===== src/rtl/hmf_pkg.sv =====
// Package for the homomorphic filter gain generator.
// Holds the channel payload types, register indexes and fixed constants.
// No dependencies.
package hmf_pkg;

  localparam int MAX_ROWS     = 1024;
  localparam int MAX_COLS     = 1024;
  localparam int TAYLOR_TERMS = 14;
  localparam int QUOT_BITS    = 35;
  localparam int SQUARINGS    = 4;

  localparam logic [6:0]  GAIN_LIMIT = 7'd100;
  localparam logic [10:0] ROWS_LIMIT = 11'(MAX_ROWS);
  localparam logic [10:0] COLS_LIMIT = 11'(MAX_COLS);
  localparam logic [4:0]  EXP_LIMIT  = 5'd12;

  typedef enum logic [2:0] {
    REG_GAIN_HIGH  = 3'd0,
    REG_GAIN_LOW   = 3'd1,
    REG_SHARPNESS  = 3'd2,
    REG_CUTOFF     = 3'd3,
    REG_PLANE_ROWS = 3'd4,
    REG_PLANE_COLS = 3'd5
  } hmf_reg_t;

  typedef struct packed {
    logic [9:0] row_index;
    logic [9:0] col_index;
  } hmf_in_t;

  typedef struct packed {
    logic [22:0] gain_value;
    logic        cutoff_zero;
  } hmf_out_t;

  typedef struct packed {
    logic big;
    logic d2_zero;
  } hmf_side_t;

endpackage


===== src/rtl/hmf_div.sv =====
// Pipelined restoring divider, one quotient bit per stage: x = (num << 31) / den.
// Depends on hmf_pkg.
module hmf_div import hmf_pkg::*; (
  input  logic                 clk,
  input  logic                 rst_n,
  input  logic                 en,
  input  logic                 in_valid,
  input  logic [27:0]          in_num,
  input  logic [13:0]          in_den,
  input  hmf_side_t            in_side,
  output logic                 out_valid,
  output logic [QUOT_BITS-1:0] out_quot,
  output hmf_side_t            out_side
);

  logic                 vld_a  [QUOT_BITS+1];
  logic [13:0]          rem_a  [QUOT_BITS+1];
  logic [13:0]          den_a  [QUOT_BITS+1];
  logic [3:0]           lo_a   [QUOT_BITS+1];
  logic [QUOT_BITS-1:0] quot_a [QUOT_BITS+1];
  hmf_side_t            side_a [QUOT_BITS+1];

  always_ff @(posedge clk) begin
    if (!rst_n) begin
      vld_a[0] <= 1'b0;
    end else if (en) begin
      vld_a[0] <= in_valid;
    end
  end

  always_ff @(posedge clk) begin
    if (en) begin
      rem_a[0]  <= in_side.big ? 14'd0 : in_num[17:4];
      den_a[0]  <= in_den;
      lo_a[0]   <= in_num[3:0];
      quot_a[0] <= '0;
      side_a[0] <= in_side;
    end
  end

  for (genvar g = 0; g < QUOT_BITS; g++) begin : g_stage
    localparam int BIT = QUOT_BITS - 1 - g;
    logic        nbit;
    logic [14:0] trial;
    logic        take;

    always_comb begin
      nbit  = (BIT >= 31) ? lo_a[g][(BIT >= 31) ? BIT - 31 : 0] : 1'b0;
      trial = {rem_a[g], nbit};
      take  = trial >= {1'b0, den_a[g]};
    end

    always_ff @(posedge clk) begin
      if (!rst_n) begin
        vld_a[g+1] <= 1'b0;
      end else if (en) begin
        vld_a[g+1] <= vld_a[g];
      end
    end

    always_ff @(posedge clk) begin
      if (en) begin
        rem_a[g+1]  <= take ? 14'(trial - {1'b0, den_a[g]}) : trial[13:0];
        den_a[g+1]  <= den_a[g];
        lo_a[g+1]   <= lo_a[g];
        quot_a[g+1] <= {quot_a[g][QUOT_BITS-2:0], take};
        side_a[g+1] <= side_a[g];
      end
    end
  end

  assign out_valid = vld_a[QUOT_BITS];
  assign out_quot  = quot_a[QUOT_BITS];
  assign out_side  = side_a[QUOT_BITS];

endmodule


===== config.mk =====
export PLATFORM = sky130hd
export DESIGN_NAME = hmf_div
export DESIGN_NICKNAME = d
export VERILOG_FILES = /design/src/rtl/hmf_pkg.sv /design/src/rtl/hmf_div.sv
export SDC_FILE = /design/constraint.sdc
export NUM_CORES = 2
export LEC_CHECK = 0
export BUFFER_PORTS_ARGS = -buffer_cell sky130_fd_sc_hd__buf_4
export CORE_UTILIZATION = 44
export DETAILED_ROUTE_END_ITERATION = 8
export PLACE_DENSITY = 0.63
export SLEW_MARGIN = 20
export SYNTH_ARGS = -nofsm -noshare
export SYNTH_HDL_FRONTEND = slang
export SYNTH_SLANG_ARGS = --single-unit

===== constraint.sdc =====
create_clock -name clk -period 10.2 [get_ports clk]
set_input_delay 1.02 -clock clk [delete_from_list [all_inputs] [get_ports clk]]
set_output_delay 1.02 -clock clk [all_outputs]
set_load 0.03 [all_outputs]

==> reports/summary.txt <==
==============================================================================
Antenna violations before repair                                             0
Max Clock Skew                                                         34.8 ps
Number of warnings issued by yosys                                           0
Number of max-slew violations in the final report                            0
Biggest area consumer among synthesized cells                     sky130_fd_sc_hd__edfxtp_1
Residual DRC                                                                 0
CP arrival                                                             4260 ps
Die Footprint                                                       185000 um2
Fin util                                                                 0.495
IO buf count                                                                75
Mean routed wirelength per cell                                        16.1 um
Cell with the biggest individual delay on the critical path       sky130_fd_sc_hd__a2111oi_4
Pre-antenna DRT Iters                                                        5
Critical path type                                                register to register
Nature of the critical path startpoint                                register
Lkg Pwr                                                                35.1 nW
Standard-cell rows                                                         156
Endpoint type of the worst setup path                                 register
Mean post-synth cell area                                             13.7 um2
Predominant post-synthesis flop cell                              sky130_fd_sc_hd__edfxtp_1
HPWL reported at the end of detailed placement                        93900 um
Clk sinks                                                                 1728
Combinational family with the most area after synthesis           compound AO/OA/AOI/OAI gates
Number of DRC violations after detailed-routing iteration 0               3052
Largest net degree at the start of global routing                          194
Setup bufs post-CTS                                                          0
Overflow left after global routing                                           0
Number of top-level pins                                                    86
Clk slew on worst S/H paths                                              60 ps
Commonest cells in the synthesized netlist                        1727 x sky130_fd_sc_hd__edfxtp_1, 626 x sky130_fd_sc_hd__inv_1, 493 x sky130_fd_sc_hd__ha_1, 358 x sky130_fd_sc_hd__a21oi_1, 283 x sky130_fd_sc_hd__nor2_1
Ratio of routed vias to standard cells                                    5.22
Simple-gate share of the synthesized area                               0.0681
CTS tree                                                                   yes
Synthesized netlist cell count                                            5870
Maximum frequency from static timing analysis                          268 MHz
Launch point of the worst reg-to-reg path                          rem_a[9][0]
Number of global-route vias before repair                                44537
Post-synthesis xor/xnor area fraction                                   0.0346
Startpoint of the tightest hold check path                          in_den[11]
Critical path buffer and inverter count                                      0
Post-Synthesis Cell Area                                             80600 um2
Post-synth top area share                                                0.643
Worst-case vdd ir drop                                                0.145 mV
Distinct cell type count of the synthesized netlist                         78
Number of hold violations in the final report                                0
Final estimated routing congestion in global placement                   0.836
Setup repair after global routing missed its margin                         no
Maximum level of the CTS H-tree                                              4
Cell types with the largest area share after synthesis            sky130_fd_sc_hd__edfxtp_1 64%, sky130_fd_sc_hd__ha_1 7.7%, sky130_fd_sc_hd__mux2_2 3.6%, sky130_fd_sc_hd__inv_1 2.9%, sky130_fd_sc_hd__a21oi_1 2.2%
Worst-skew pair later-pin latency                                       820 ps
TNS Setup                                                                 0 ps
Status                                                            finished clean
Initial core utilization                                                 0.445
Time the worst path needs with I/O delays and setup                    3730 ps
Multiplexer share of the synthesized area                               0.0392
Share of the cycle needed by the critical path after routing             0.365
# nets final                                                              6632
Worst-path maximum fanout                                                   15
Worst path most repeated cell                                     sky130_fd_sc_hd__a21oi_1
Crit path cell chain                                              ha_1 -> nor2b_1 -> o31ai_1 -> a21oi_1 -> nor2_1 -> o31a_1 -> a21oi_1 -> a2111oi_4 -> mux2_2
Required time worst endpoint                                          10730 ps
Number of flops mapped to enable cells by yosys                           1727
Vertical die dimension                                                  430 um
Cell with the most instances after synthesis                      sky130_fd_sc_hd__edfxtp_1
Total number of vias                                                     44788
Core ar.                                                            181000 um2
Critical path's largest stage delay                                     960 ps
Cts bufs inserted                                                          182
Global-route wire length before repair                               226000 um
Share of layout cells above drive strength 1                             0.108
Number of synthesized register bits                                       1728
Slew margin rel.                                                         0.237
Reported max-cap violation count                                             0
Area growth from synthesis to final layout                               11.4%
CTS max path bufs                                                            3
Sequential element share of the synthesized area                         0.644
Tightest Pin Transition                                                1130 ps
Async set-reset flop share out of synthesis                                  0
Launching instance or port of the critical path                    rem_a[9][0]
Gate family responsible for the most delay along the worst path   compound AO/OA/AOI/OAI gates
Worst setup slack for register-to-register paths                       6470 ps
Die width                                                               430 um
Number of nets produced by synthesis                                      6445
Final setup viols                                                            0
Hold Crit Class                                                   input pin to register
Number of buffers added to fix hold violations after cts                     0
Global Route Usage Sum                                                   0.149
Adder-cell share of the synthesized area                                0.0850
Number of resized instances in the post-cts repair step                      0
Remaining antenna violation count after routing                              0
Detailed-route wire length                                           138000 um
Compound-cell area share of the yosys netlist                           0.0936
Library cell used as clock root buffer                            sky130_fd_sc_hd__clkbuf_16
Power density of the placed cells                                   292 nW/um2
==============================================================================
[cell families after synthesis]
kind of cell             count (synthesis)
AO/OA/AOI/OAI                         1183
XOR/XNOR                               318
adder cells (fa/ha/maj)                527
buffers and inverters                  733
flip-flops                            1728
multiplexers                           279
AND/OR/NAND/NOR                       1102
[flip-flops by register name, summed over array words and instances (netlist names)]
| register | count |
|---|---|
| quot_a | 630 |
| side_a | 72 |
| vld_a | 36 |
| den_a | 490 |
| rem_a | 490 |
| lo_a | 10 |
[power by group]
group	internal (mW)	total, mW	leakage, nW	switching (mW)
registers	9.85	10.6	16.9	0.725
clock network	3.64	6.36	2.79	2.72
logic	4.29	9.32	15.4	5.03
[metal layers]
metal  wire length [um]  track usage  up-vias  part of all wire
li1                   -            -    22138                 -
met1              63300        0.198    21646              0.46
met2              65500        0.244      724              0.47
met3               5500       0.0291      280             0.040
met4               3980       0.0519        0             0.029
met5                  0            0        -                 0
[layout make-up]
cell class	count	area, um2
Fill cell	15379	91500
Clock buffer	218	4730
Sequential cell	1728	51900
Multi-Input combinational cell	3409	26000
Inverter	626	2350
Antenna cell	1	2.50
Clock inverter	112	1010
Timing Repair Buffer	110	921
Tap cell	2370	2970
[worst reg2reg max path: cells and delay by family (launching register included)]
kind / cells / cell delay, ps
compound gates: 5 / 1840
flops: 1 / 450
mux: 1 / 430
simple gates: 2 / 390
fa+ha+maj: 1 / 340
[stage by stage]
| step | power, mW | hold WS [ps] | instance area [um2] | cells | setup slack [ps] |
|---|---|---|---|---|---|
| final | 26.3 | 374 | 89800 | 8574 | 6470 |
| after global placement | 19.7 | 400 | 84000 | 8243 | 6500 |
| after detailed placement | 19.9 | 405 | 84000 | 8243 | 6410 |
| after floorplan | 17.7 | 400 | 80600 | 5870 | 6900 |
| after global routing | 28.0 | 314 | 89800 | 8573 | 6300 |
| after CTS | 26.5 | 284 | 89700 | 8573 | 6490 |
[cell usage in the layout, fill, tap and decap left out, types with 35 or more instances in the layout]
cell                           n
sky130_fd_sc_hd__ha_1        493
sky130_fd_sc_hd__inv_1       626
sky130_fd_sc_hd__xor2_1      147
sky130_fd_sc_hd__nor3_1       87
sky130_fd_sc_hd__o21bai_1     46
sky130_fd_sc_hd__a21oi_1     358
sky130_fd_sc_hd__edfxtp_1   1727
sky130_fd_sc_hd__and3_1       61
sky130_fd_sc_hd__clkinv_1     45
sky130_fd_sc_hd__nand4_1      47
sky130_fd_sc_hd__nand3_1      74
sky130_fd_sc_hd__buf_4       103
sky130_fd_sc_hd__clkbuf_16   184
sky130_fd_sc_hd__nand2b_1     66
sky130_fd_sc_hd__a211oi_1     35
sky130_fd_sc_hd__nor2_1      283
sky130_fd_sc_hd__o21a_1       52
sky130_fd_sc_hd__a31oi_1      40
sky130_fd_sc_hd__a21o_1      160
sky130_fd_sc_hd__nor2b_1      85
sky130_fd_sc_hd__nand2_1     264
sky130_fd_sc_hd__mux2_2      259
sky130_fd_sc_hd__xnor2_1     171
sky130_fd_sc_hd__o21ai_0     263
[path summary, 6_finish.rpt]
kind                          to  depth (start not counted)
setup reg to reg    rem_a[10][2]                          9
setup / recovery    rem_a[10][2]                          9
hold reg to reg   quot_a[10][47]                          0
hold / removal      den_a[0][11]                          1
Power figures use the tool's default switching activity.
